===== src/rtl/pvo_pkg.sv =====
// pvo_pkg: constants, register codes and the multiplier request/response types
// for the three-axis position/velocity observer. No dependencies.
`timescale 1ns / 1ps

package pvo_pkg;

  // axes that keep state, and axes that have fields on the ports
  localparam int AXIS_COUNT = 3;
  localparam int PORT_AXES  = 3;

  // signed fixed point, 16 fraction bits
  localparam int VAL_W  = 32;
  localparam int FRAC_W = 16;

  // gains enter the multiplier zero-extended to the widest register
  localparam int STEP_W  = 16;
  localparam int PGAIN_W = 17;
  localparam int VGAIN_W = 24;
  localparam int GAIN_W  = VGAIN_W;

  // serial multiplier: one gain digit per cycle, least significant first
  localparam int DIGIT_W   = 4;
  localparam int DIGITS    = GAIN_W / DIGIT_W;
  localparam int DIG_CNT_W = (DIGITS > 1) ? $clog2(DIGITS) : 1;
  localparam int PROD_W    = VAL_W + DIGIT_W;
  localparam int RND_W     = VAL_W + GAIN_W - FRAC_W;

  localparam int AX_CNT_W = (AXIS_COUNT > 1) ? $clog2(AXIS_COUNT) : 1;

  localparam int IN_W  = PORT_AXES * VAL_W;
  localparam int OUT_W = 2 * PORT_AXES * VAL_W;

  localparam logic signed [VAL_W-1:0] VAL_MAX = {1'b0, {(VAL_W-1){1'b1}}};
  localparam logic signed [VAL_W-1:0] VAL_MIN = {1'b1, {(VAL_W-1){1'b0}}};

  // configuration port
  localparam int CFG_ADDR_W = 2;
  localparam int CFG_DATA_W = VGAIN_W;

  typedef logic [CFG_ADDR_W-1:0] cfg_addr_t;

  localparam cfg_addr_t CFG_STEP_TIME = 2'd0;
  localparam cfg_addr_t CFG_POS_GAIN  = 2'd1;
  localparam cfg_addr_t CFG_VEL_GAIN  = 2'd2;

  localparam logic [STEP_W-1:0]  STEP_RST  = 16'd655;
  localparam logic [PGAIN_W-1:0] PGAIN_RST = 17'd32768;
  localparam logic [VGAIN_W-1:0] VGAIN_RST = 24'd65536;

  typedef struct packed {
    logic                    start;
    logic signed [VAL_W-1:0] a;
    logic [GAIN_W-1:0]       g;
  } pvo_mul_req_t;

  typedef struct packed {
    logic                    busy;
    logic                    done;
    logic signed [VAL_W-1:0] p;
  } pvo_mul_rsp_t;

endpackage


===== src/rtl/pvo_mul.sv =====
// pvo_mul: digit-serial signed value times unsigned gain, scaled by 2^-16 with
// magnitude rounding half away from zero and saturation. Depends on pvo_pkg.
`timescale 1ns / 1ps

module pvo_mul import pvo_pkg::*; (
  input  logic         clk_i,
  input  logic         rst_ni,
  input  pvo_mul_req_t req_i,
  output pvo_mul_rsp_t rsp_o
);

  localparam logic [RND_W-1:0] POS_LIM  = {{(RND_W-VAL_W+1){1'b0}}, {(VAL_W-1){1'b1}}};
  localparam logic [RND_W-1:0] NEG_LIM  = {{(RND_W-VAL_W){1'b0}}, 1'b1, {(VAL_W-1){1'b0}}};
  localparam logic [VAL_W-1:0] RND_HALF = {{(VAL_W-FRAC_W){1'b0}}, 1'b1, {(FRAC_W-1){1'b0}}};

  logic                    busy_q;
  logic                    fin_q;
  logic                    done_q;
  logic [DIG_CNT_W-1:0]    cnt_q;
  logic                    neg_q;
  logic [VAL_W-1:0]        mag_q;
  logic [GAIN_W-1:0]       g_q;
  logic [VAL_W-1:0]        acc_q;
  logic [GAIN_W-1:0]       low_q;
  logic signed [VAL_W-1:0] p_q;

  logic [PROD_W-1:0]       part;
  logic [PROD_W-1:0]       sum;
  logic [RND_W-1:0]        rnd;
  logic signed [VAL_W-1:0] p_d;

  // one digit of the gain times the magnitude, added to the running upper part
  assign part = PROD_W'(mag_q) * PROD_W'(g_q[DIGIT_W-1:0]);
  assign sum  = PROD_W'(acc_q) + part;

  // product already carries the rounding half, drop the fraction bits
  assign rnd = {acc_q, low_q[GAIN_W-1:FRAC_W]};

  always_comb begin
    if (neg_q) begin
      if (rnd > NEG_LIM) begin
        p_d = VAL_MIN;
      end else begin
        p_d = -$signed(rnd[VAL_W-1:0]);
      end
    end else begin
      if (rnd > POS_LIM) begin
        p_d = VAL_MAX;
      end else begin
        p_d = $signed(rnd[VAL_W-1:0]);
      end
    end
  end

  always_ff @(posedge clk_i or negedge rst_ni) begin
    if (!rst_ni) begin
      busy_q <= 1'b0;
      fin_q  <= 1'b0;
      done_q <= 1'b0;
      cnt_q  <= '0;
    end else begin
      done_q <= fin_q;
      fin_q  <= 1'b0;
      if (req_i.start) begin
        busy_q <= 1'b1;
        cnt_q  <= '0;
      end else if (busy_q) begin
        cnt_q <= cnt_q + 1'b1;
        if (cnt_q == DIG_CNT_W'(DIGITS - 1)) begin
          busy_q <= 1'b0;
          fin_q  <= 1'b1;
        end
      end
    end
  end

  always_ff @(posedge clk_i) begin
    if (req_i.start) begin
      neg_q <= req_i.a[VAL_W-1];
      mag_q <= req_i.a[VAL_W-1] ? (~$unsigned(req_i.a) + 1'b1) : $unsigned(req_i.a);
      g_q   <= req_i.g;
      acc_q <= RND_HALF;
    end else if (busy_q) begin
      acc_q <= sum[PROD_W-1:DIGIT_W];
      low_q <= {sum[DIGIT_W-1:0], low_q[GAIN_W-1:DIGIT_W]};
      g_q   <= g_q >> DIGIT_W;
    end
    if (fin_q) begin
      p_q <= p_d;
    end
  end

  assign rsp_o.busy = busy_q | fin_q;
  assign rsp_o.done = done_q;
  assign rsp_o.p    = p_q;

endmodule


===== src/rtl/position_velocity_observer.sv =====
// position_velocity_observer: three-axis alpha-beta tracker, top level; uses pvo_pkg, pvo_mul
// items are taken only in the idle state, so one item is in work at a time
// each axis runs three products through one shared multiplier that takes a 4-bit gain
//   digit per cycle (6 digits a product)
// reset: rst_ni asynchronous, clears estimates to zero and loads the register defaults
`timescale 1ns / 1ps

module position_velocity_observer import pvo_pkg::*; (
  input  logic                  clk_i,
  input  logic                  rst_ni,
  // configuration writes, no read-back
  input  logic                  cfg_we_i,
  input  logic [CFG_ADDR_W-1:0] cfg_addr_i,
  input  logic [CFG_DATA_W-1:0] cfg_data_i,
  // measured positions
  input  logic                  s_axis_tvalid,
  output logic                  s_axis_tready,
  input  logic [IN_W-1:0]       s_axis_tdata,  // meas_x, meas_y, meas_z
  // updated estimates
  output logic                  m_axis_tvalid,
  input  logic                  m_axis_tready,
  output logic [OUT_W-1:0]      m_axis_tdata   // est_pos_x/y/z, est_vel_x/y/z
);

  // one-hot sequencer, one pass of MUL_V..MUL_G per axis
  typedef enum logic [6:0] {
    ST_IDLE  = 7'b0000001,
    ST_MUL_V = 7'b0000010,  // step_time * vel
    ST_PRED  = 7'b0000100,  // pred = pos + step_time * vel
    ST_RESID = 7'b0001000,  // res = meas - pred
    ST_MUL_P = 7'b0010000,  // position_gain * res
    ST_MUL_G = 7'b0100000,  // velocity_gain * res, then write back
    ST_DONE  = 7'b1000000   // hand the item to the output register
  } state_e;

  state_e                  state_q, state_d;
  logic                    go_q, go_d;
  logic [AX_CNT_W-1:0]     axis_q, axis_d;
  logic                    step_axis;
  logic                    load_out;
  logic                    m_valid_q;

  logic [STEP_W-1:0]       step_q;
  logic [PGAIN_W-1:0]      pgain_q;
  logic [VGAIN_W-1:0]      vgain_q;

  // estimates and measurements rotate so that entry 0 is always the axis in work;
  // after the last axis they are back in order and the estimates are the result
  logic signed [VAL_W-1:0] pos_q  [AXIS_COUNT];
  logic signed [VAL_W-1:0] vel_q  [AXIS_COUNT];
  logic signed [VAL_W-1:0] meas_q [AXIS_COUNT];

  logic signed [VAL_W-1:0] m_q;
  logic signed [VAL_W-1:0] pred_q;
  logic signed [VAL_W-1:0] res_q;
  logic signed [VAL_W-1:0] pos_new;
  logic signed [VAL_W-1:0] vel_new;

  logic [OUT_W-1:0]        out_q, out_d;

  pvo_mul_req_t            mul_req;
  pvo_mul_rsp_t            mul_rsp;

  // add or subtract with clamp to the value range
  function automatic logic signed [VAL_W-1:0] sat_add(
    input logic signed [VAL_W-1:0] a,
    input logic signed [VAL_W-1:0] b,
    input logic                    sub
  );
    logic [VAL_W:0] s;
    if (sub) begin
      s = {a[VAL_W-1], a} - {b[VAL_W-1], b};
    end else begin
      s = {a[VAL_W-1], a} + {b[VAL_W-1], b};
    end
    if (s[VAL_W] != s[VAL_W-1]) begin
      sat_add = s[VAL_W] ? VAL_MIN : VAL_MAX;
    end else begin
      sat_add = $signed(s[VAL_W-1:0]);
    end
  endfunction

  // configuration registers, writes to unknown indexes fall through
  always_ff @(posedge clk_i or negedge rst_ni) begin
    if (!rst_ni) begin
      step_q  <= STEP_RST;
      pgain_q <= PGAIN_RST;
      vgain_q <= VGAIN_RST;
    end else if (cfg_we_i) begin
      case (cfg_addr_i)
        CFG_STEP_TIME: step_q  <= cfg_data_i[STEP_W-1:0];
        CFG_POS_GAIN:  pgain_q <= cfg_data_i[PGAIN_W-1:0];
        CFG_VEL_GAIN:  vgain_q <= cfg_data_i[VGAIN_W-1:0];
        default: ;
      endcase
    end
  end

  // shared multiplier, operands picked by the phase that starts it
  always_comb begin
    mul_req.start = go_q;
    mul_req.a     = (state_q == ST_MUL_V) ? vel_q[0] : res_q;
    case (state_q)
      ST_MUL_V: mul_req.g = GAIN_W'(step_q);
      ST_MUL_P: mul_req.g = GAIN_W'(pgain_q);
      default:  mul_req.g = vgain_q;
    endcase
  end

  pvo_mul u_mul (
    .clk_i  (clk_i),
    .rst_ni (rst_ni),
    .req_i  (mul_req),
    .rsp_o  (mul_rsp)
  );

  // sequencer
  always_comb begin
    state_d   = state_q;
    go_d      = 1'b0;
    axis_d    = axis_q;
    step_axis = 1'b0;
    load_out  = 1'b0;
    case (state_q)
      ST_IDLE: begin
        if (s_axis_tvalid) begin
          state_d = ST_MUL_V;
          go_d    = 1'b1;
          axis_d  = '0;
        end
      end
      ST_MUL_V: begin
        if (mul_rsp.done) begin
          state_d = ST_PRED;
        end
      end
      ST_PRED: begin
        state_d = ST_RESID;
      end
      ST_RESID: begin
        state_d = ST_MUL_P;
        go_d    = 1'b1;
      end
      ST_MUL_P: begin
        if (mul_rsp.done) begin
          state_d = ST_MUL_G;
          go_d    = 1'b1;
        end
      end
      ST_MUL_G: begin
        if (mul_rsp.done) begin
          step_axis = 1'b1;
          if (axis_q == AX_CNT_W'(AXIS_COUNT - 1)) begin
            state_d = ST_DONE;
          end else begin
            state_d = ST_MUL_V;
            go_d    = 1'b1;
            axis_d  = axis_q + 1'b1;
          end
        end
      end
      ST_DONE: begin
        // the output register may still hold the previous item
        if (!m_valid_q || m_axis_tready) begin
          load_out = 1'b1;
          state_d  = ST_IDLE;
        end
      end
      default: begin
        state_d = ST_IDLE;
      end
    endcase
  end

  always_ff @(posedge clk_i or negedge rst_ni) begin
    if (!rst_ni) begin
      state_q   <= ST_IDLE;
      go_q      <= 1'b0;
      axis_q    <= '0;
      m_valid_q <= 1'b0;
    end else begin
      state_q <= state_d;
      go_q    <= go_d;
      axis_q  <= axis_d;
      if (load_out) begin
        m_valid_q <= 1'b1;
      end else if (m_axis_tready) begin
        m_valid_q <= 1'b0;
      end
    end
  end

  // write-back values for the axis in work
  assign pos_new = sat_add(pred_q, m_q, 1'b0);
  assign vel_new = sat_add(vel_q[0], mul_rsp.p, 1'b0);

  // estimates, cleared at reset, rotated by one axis per pass
  always_ff @(posedge clk_i or negedge rst_ni) begin
    if (!rst_ni) begin
      for (int a = 0; a < AXIS_COUNT; a++) begin
        pos_q[a] <= '0;
        vel_q[a] <= '0;
      end
    end else if (step_axis) begin
      for (int a = 0; a < AXIS_COUNT - 1; a++) begin
        pos_q[a] <= pos_q[a+1];
        vel_q[a] <= vel_q[a+1];
      end
      pos_q[AXIS_COUNT-1] <= pos_new;
      vel_q[AXIS_COUNT-1] <= vel_new;
    end
  end

  // per-item working values
  always_ff @(posedge clk_i) begin
    if (s_axis_tvalid && s_axis_tready) begin
      for (int a = 0; a < AXIS_COUNT; a++) begin
        meas_q[a] <= $signed(s_axis_tdata[a*VAL_W +: VAL_W]);
      end
    end else if (step_axis) begin
      for (int a = 0; a < AXIS_COUNT - 1; a++) begin
        meas_q[a] <= meas_q[a+1];
      end
      meas_q[AXIS_COUNT-1] <= meas_q[0];
    end
    // step product first, position correction second
    if (mul_rsp.done) begin
      m_q <= mul_rsp.p;
    end
    if (state_q == ST_PRED) begin
      pred_q <= sat_add(pos_q[0], m_q, 1'b0);
    end
    if (state_q == ST_RESID) begin
      res_q <= sat_add(meas_q[0], pred_q, 1'b1);
    end
    if (load_out) begin
      out_q <= out_d;
    end
  end

  // result packing, axes without state read as zero
  always_comb begin
    out_d = '0;
    for (int a = 0; a < PORT_AXES; a++) begin
      if (a < AXIS_COUNT) begin
        out_d[a*VAL_W +: VAL_W]               = pos_q[a];
        out_d[(PORT_AXES+a)*VAL_W +: VAL_W]   = vel_q[a];
      end
    end
  end

  assign s_axis_tready = (state_q == ST_IDLE);
  assign m_axis_tvalid = m_valid_q;
  assign m_axis_tdata  = out_q;

`ifndef ASSERT_OFF
  // a product only comes back to a phase that asked for it
  assert property (@(posedge clk_i) disable iff (!rst_ni)
    mul_rsp.done |-> (state_q == ST_MUL_V || state_q == ST_MUL_P || state_q == ST_MUL_G))
    else $error("multiplier result outside a multiply phase");

  // an accepted item starts the velocity product at once
  assert property (@(posedge clk_i) disable iff (!rst_ni)
    (s_axis_tvalid && s_axis_tready) |=> (go_q && state_q == ST_MUL_V))
    else $error("accepted item did not start the multiplier");

  // taking a new item while the multiplier runs would corrupt it
  assert property (@(posedge clk_i) disable iff (!rst_ni)
    s_axis_tready |-> !mul_rsp.busy)
    else $error("input ready while multiplier busy");

  // a finished item waits while the output register is still held
  assert property (@(posedge clk_i) disable iff (!rst_ni)
    (state_q == ST_DONE && m_axis_tvalid && !m_axis_tready)
      |=> (state_q == ST_DONE && $stable(m_axis_tdata)))
    else $error("output register overwritten before it was taken");
`endif

endmodule

===== config.mk =====
export PLATFORM = sky130hd
export DESIGN_NAME = position_velocity_observer
export DESIGN_NICKNAME = d
export VERILOG_FILES = /design/src/rtl/pvo_pkg.sv /design/src/rtl/pvo_mul.sv /design/src/rtl/position_velocity_observer.sv
export SDC_FILE = /design/constraint.sdc
export NUM_CORES = 2
export LEC_CHECK = 0
export BUFFER_PORTS_ARGS = -buffer_cell sky130_fd_sc_hd__buf_2
export CAP_MARGIN = 30
export CORE_UTILIZATION = 40
export DETAILED_ROUTE_END_ITERATION = 16
export PLACE_DENSITY = 0.62
export SLEW_MARGIN = 30
export SYNTH_ARGS = -nofsm -noshare
export SYNTH_HDL_FRONTEND = slang
export SYNTH_SLANG_ARGS = --single-unit

===== constraint.sdc =====
create_clock -name clk_i -period 22 [get_ports clk_i]
set_input_delay 4.4 -clock clk_i [delete_from_list [all_inputs] [get_ports clk_i]]
set_output_delay 4.4 -clock clk_i [all_outputs]
set_load 0.02 [all_outputs]

Word-level counts from Yosys, hierarchy flattened
Memory sizes are Yosys's and may differ from the RTL's.
Cells that the tools add are included.

storage, ports and cells
  bits in writable memories = 96
  word-level logic and storage cells = 135
  bits of input ports = 127
  register bits after elaboration = 699
  output and inout port bits = 194
  memories kept = 1

memory list
  name    words  width  read ports  clocked after Yosys merged registers in  wr ports  line                              source
  meas_q  3      32     3           0                                        3         position_velocity_observer.sv:51  logic signed [VAL_W-1:0] meas_q [AXIS_COUNT];

operators by class
  add/subtract/negate cells = 9
  reduce and logical (&&, ||, !) cells = 13
  $lt $le $gt $ge = 2
  equality and inequality tests = 21
  bitwise logic cells = 5
  mux-type cells = 55
  multiply operators = 1

operators with widths
  cell                     count
  $mux W32                 15
  $add A32 B32 Y33         3
  $mux W33                 2
  $pmux W7 S7              1
  $mux W24                 2
  $pmux W24 S2             1
  $mux W7                  6
  $gt A40 B31 Y1 const B   1
  $gt A40 B32 Y1 const B   1
  $add A32 B36 Y36         1
  $mul A32 B4 Y36          1
  $sub A32 B32 Y33         1
  $add A32 B1 Y32 const B  1
  $neg A32 Y32             1
  $not A32 Y32             1
  $mux W31                 1
  $mux W1                  20
  $reduce_and A2 Y1        4
  $eq A7 B1 Y1 const B     1
  $eq A7 B2 Y1 const B     1
  $eq A7 B3 Y1 const B     1
  $eq A7 B4 Y1 const B     1
  $eq A7 B5 Y1 const B     1
  $eq A7 B6 Y1 const B     1
  22 further kinds         37

Logic depth before layout (Yosys ltp)
  word-level depth = 6
  gate-level depth with buffers = 18
  depth with buffers taken out = 17

By module
A second synthesis with hierarchy kept.

unflattened totals
  cell total of the unflattened synthesis = 4013
  area total of the unflattened synthesis = 42017.8 sq um

by module, submodules not included
  module                      area each (sq um)  cells each  instances  sequential area each (sq um)
  position_velocity_observer  30685.7            2829        1          18048.6
  pvo_mul                     11332.1            1184        1          3703.6

Worst setup path before layout
Ideal clock, no wire load.

  kind = input -> register
  from = in m_axis_tready
  to = reg out_q[0], in the netlist m_axis_tdata[0], enable pin
  setup time = 0.808 ns
  buffers on the path = 0
  arrival = 13.669 ns
  stages on the path = 2
  data required time = 21.192 ns
  setup slack = 7.522 ns
  cells stage by stage = inv_1 a21oi_1

between the ends
  longest elaborated chain between the ends = 3

ends and longest elaborated chain
  element               line                               source
  from (decl)           position_velocity_observer.sv:21   input logic m_axis_tready,
  $logic_or A1 B1 Y1    position_velocity_observer.sv:164  if (!m_valid_q || m_axis_tready) begin
  $mux W1               position_velocity_observer.sv:164
  $mux W1               position_velocity_observer.sv:124  case (state_q)
  net load_out          position_velocity_observer.sv:40   logic load_out;
  to (signal assigned)  position_velocity_observer.sv:237  out_q <= out_d;
  to (decl)             position_velocity_observer.sv:59   logic [OUT_W-1:0] out_q, out_d;

The timed path passes the listed nets, and every way through them passes these cells.
A chain may end at the register's enable or synchronous reset.

Final worst setup path
  from = in m_axis_tready
  to = reg out_q[90], in the netlist m_axis_tdata[90], enable pin

Same word-level chain as after synthesis.

==> flow_metrics.py <==
metrics = {
    "global_route": {
        "grt_use_total_pct": 21.3,
        "grt_max_degree": 94,
        "grt_antenna_before_repair": 7,
        "grt_pass1_vias": 29400,
        "grt_pass1_wl_microns": 177000,
        "overflow": 0,
    },
    "cts": {
        "cts_max_level": 3,
        "cts_hold_buf": 0,
        "path_clk_slew_ps": 70,
        "root_buffer": "clkbuf_16",
        "clock_path_buffers": 3,
        "numCtsBuffers": 86,
        "cts_sinks": 779,
        "cts_tree": "done",
        "insertion_delay_ps": 680,
        "post_cts_buffers": 0,
        "cts_resized": 0,
    },
    "worst_setup_path": {
        "slowest_stage": "buf_4",
        "critical_path_class": "in -> reg",
        "cp-start-kind": "input pin",
        "ff2ff_path_depth": 16,
        "r2r_slack_ps": 16190,
        "cp_data_arrival_time_ps": 7240,
        "cpPeakStageDelay_ps": 830,
        "cp_common_cell": "buf_4",
        "worstPathRequired_ps": 22300,
        "crit_fanout": 70,
        "endpoint_kind": "flop",
        "rr_startpoint": "u_mul.g_q[3]",
        "crit_chain": "buf_2 -> inv_1 -> a21oi_4 -> buf_4 -> buf_4 -> buf_4",
        "r2r_end": "u_mul.acc_q[28]",
    },
    "synthesis": {
        "syn_nets": 4514,
        "syn_avg_cell_area_sq_um": 10.3,
        "syn_inst": 4115,
        "synth_largest_area_cell": "edfxtp_1",
        "synth.ff_latch_count": 779,
        "yosysUniqueCellTypes": 92,
        "ys_warn_count": 0,
        "synth_top_area_share_pct": 34.1,
        "yosys-top-cells-area": "edfxtp_1 (34%), dfrtp_1 (15%), nand2_1 (7.7%)",
        "synthesis.area_sq_um": 42400,
        "synth_top_flop_cell": "edfxtp_1",
        "yosysSeqAreaShare_pct": 51.3,
        "postSynth.asyncResetShare_pct": 34.1,
        "synth-edff-count": 481,
    },
    "detailed_routing": {
        "avgRoutedWirePerCell_microns": 19.8,
        "drt_first_pass_iters": 5,
        "first_iter_violations": 2477,
        "postRouteAntennaNets": 0,
        "drc_errors": 0,
        "routed_wl_microns": 116000,
        "via_count": 31300,
        "via_per_inst": 5.35,
    },
    "floorplan": {
        "die_w_microns": 328,
        "die_area_sq_um": 107000,
        "row_count": 119,
        "coreArea_sq_um": 105000,
        "io_pins": 321,
        "die_h_microns": 328,
        "initial_utilization_pct": 40.3,
    },
    "cells_and_area": {
        "final_common_cell": "nand2_1",
        "area_growth_pct": 14.4,
        "fin_nets": 4790,
        "fin_util_pct": 46.1,
        "final_cell_mix": "nand2_1 (863), edfxtp_1 (481), buf_2 (319)",
        "layout.cells.non_filler": 5854,
        "drive_gt1_share_pct": 13.8,
    },
    "sta": {
        "report.final.slew_viol_count": 0,
        "worst_slew_pin_slew_ps": 983,
        "tns_ps": 0,
        "final-hold-violation-count": 0,
        "worst_slack_ps": 15070,
        "post-route-period-util_pct": 31.5,
        "rsz0062_at_grt": "no",
        "finalSetupViolCount": 0,
        "max_slew_margin_pct": 34.5,
        "finalCriticalPeriod_ps": 6930,
        "fmax_mhz": 144,
        "fin_worst_skew_ps": 39.0,
    },
    "placed_design": {
        "port_buffers": 320,
        "dp_cells": 5689,
        "dpl.hpwl_microns": 85800,
        "gp_congestion": 0.921,
        "preCtsSetupSlack_ps": 14350,
    },
    "worst_hold_path": {
        "hold_end": "m_q[25]",
        "worstHoldPathCells": 0,
        "min-delay-start": "u_mul.p_q[25]",
        "hold_path_class": "reg -> reg",
    },
    "outcome": {
        "status": "finished clean",
    },
    "power_and_ir_drop": {
        "p_leak_nw": 21.0,
        "irDropWorstVdd_v": 0.000118,
        "powerDensity_nw_per_um2": 137,
    },
    "run": {
        "cap_viol_max_count": 0,
    },
}
==> how the worst max path moves through the flow <==
stage / start / end / slack (ps) / cells past startpoint
global route: m_axis_tready / m_axis_tdata[90] / 14880 / 6
global placement: m_axis_tready / m_axis_tdata[53] / 14390 / 6
floorplan: m_axis_tready / m_axis_tdata[0] / 7520 / 2
detailed placement: m_axis_tready / m_axis_tdata[12] / 14350 / 6
finish: m_axis_tready / m_axis_tdata[90] / 15070 / 6
CTS: m_axis_tready / m_axis_tdata[83] / 15070 / 6
==> metrics by stage <==
stage | total power, mW | instance area [sq um] | hold slack, ps
after global placement | 5.09 | 45400 | 454
after floorplan | 4.37 | 42400 | 431
after detailed placement | 5.12 | 45400 | 451
after CTS | 6.68 | 48400 | 462
after global routing | 7.19 | 48500 | 480
final | 6.65 | 48500 | 465
==> routing by layer <==
layer / share of wire, % / wire (microns) / track usage [%]
met1: 46 / 53000 / 30.3
met2: 45 / 52400 / 32.8
met3: 5.7 / 6600 / 3.44
met4: 3.5 / 4020 / 7.75
met5: 0.076 / 88 / 0
==> state kept, by name, indices dropped and copies added (netlist names), 8 cells and up <==
signal        cells
pred_q           32
m_axis_tdata    192
m_q              32
meas_q           96
step_q           16
pgain_q          17
res_q            32
u_mul.g_q        24
u_mul.acc_q      32
u_mul.p_q        32
u_mul.low_q       8
out_d           192
vgain_q          24
u_mul.mag_q      32
==> kinds of logic (layout without fill, tap and decap cells) <==
| group | count (synthesis) | in the layout | share of synthesized area (%) |
|---|---|---|---|
| other | 0 | 1 | 0 |
| AND/OR/NAND/NOR | 1508 | 1508 | 16.0 |
| buffers and inverters | 397 | 744 | 3.57 |
| XOR/XNOR | 166 | 166 | 3.43 |
| multiplexers | 114 | 114 | 2.88 |
| AO/OA/AOI/OAI | 879 | 879 | 13.1 |
| flip-flops | 779 | 779 | 51.3 |
| adder cells (fa/ha/maj) | 272 | 272 | 9.71 |
==> cells in the mapped netlist (11+ instances only) <==
library cell    n
o21a_1         24
or2_2          12
edfxtp_1      481
and3_1         27
nand4_1        18
nand2_1       865
o311a_1        19
a21o_1         76
nor3_1         56
a31oi_1        20
clkbuf_1      149
nand3_1        53
fa_1           95
ha_1          177
o21ai_0       280
xor2_1         70
nor2_1        193
or3_1          26
o22ai_1        15
a21oi_1       221
o211ai_1       21
inv_1         224
xnor2_1        96
o31ai_1        26
buf_2          11
dfrtp_1       257
nand2b_1       47
dfxtp_1        32
nor4_1         15
mux2_2         63
mux2i_1        51
a211oi_1       39
nor2b_1        20
o21bai_1       14
o221ai_1       18
and2_1        132
==> critical path, delay by kind of cell <==
kind / cells / cell delay (ps)
buf+inv: 5 / 2520
compound gates: 1 / 160
==> area by class of cell <==
type	count	area (sq um)
repair buffers	359	1960
fillers	9889	56600
diodes	1	2.50
inverters	226	848
clock inverters	47	631
clock buffers	112	2370
multi-input cells	2939	19200
flip-flops and latches	779	21800
well taps	1391	1740
==> power by group <==
part,switching [mW],internal (mW)
clock network,0.631,0.891
registers,0.207,1.82
logic,1.82,1.29
Note: power is estimated with default switching activity, not from simulation.
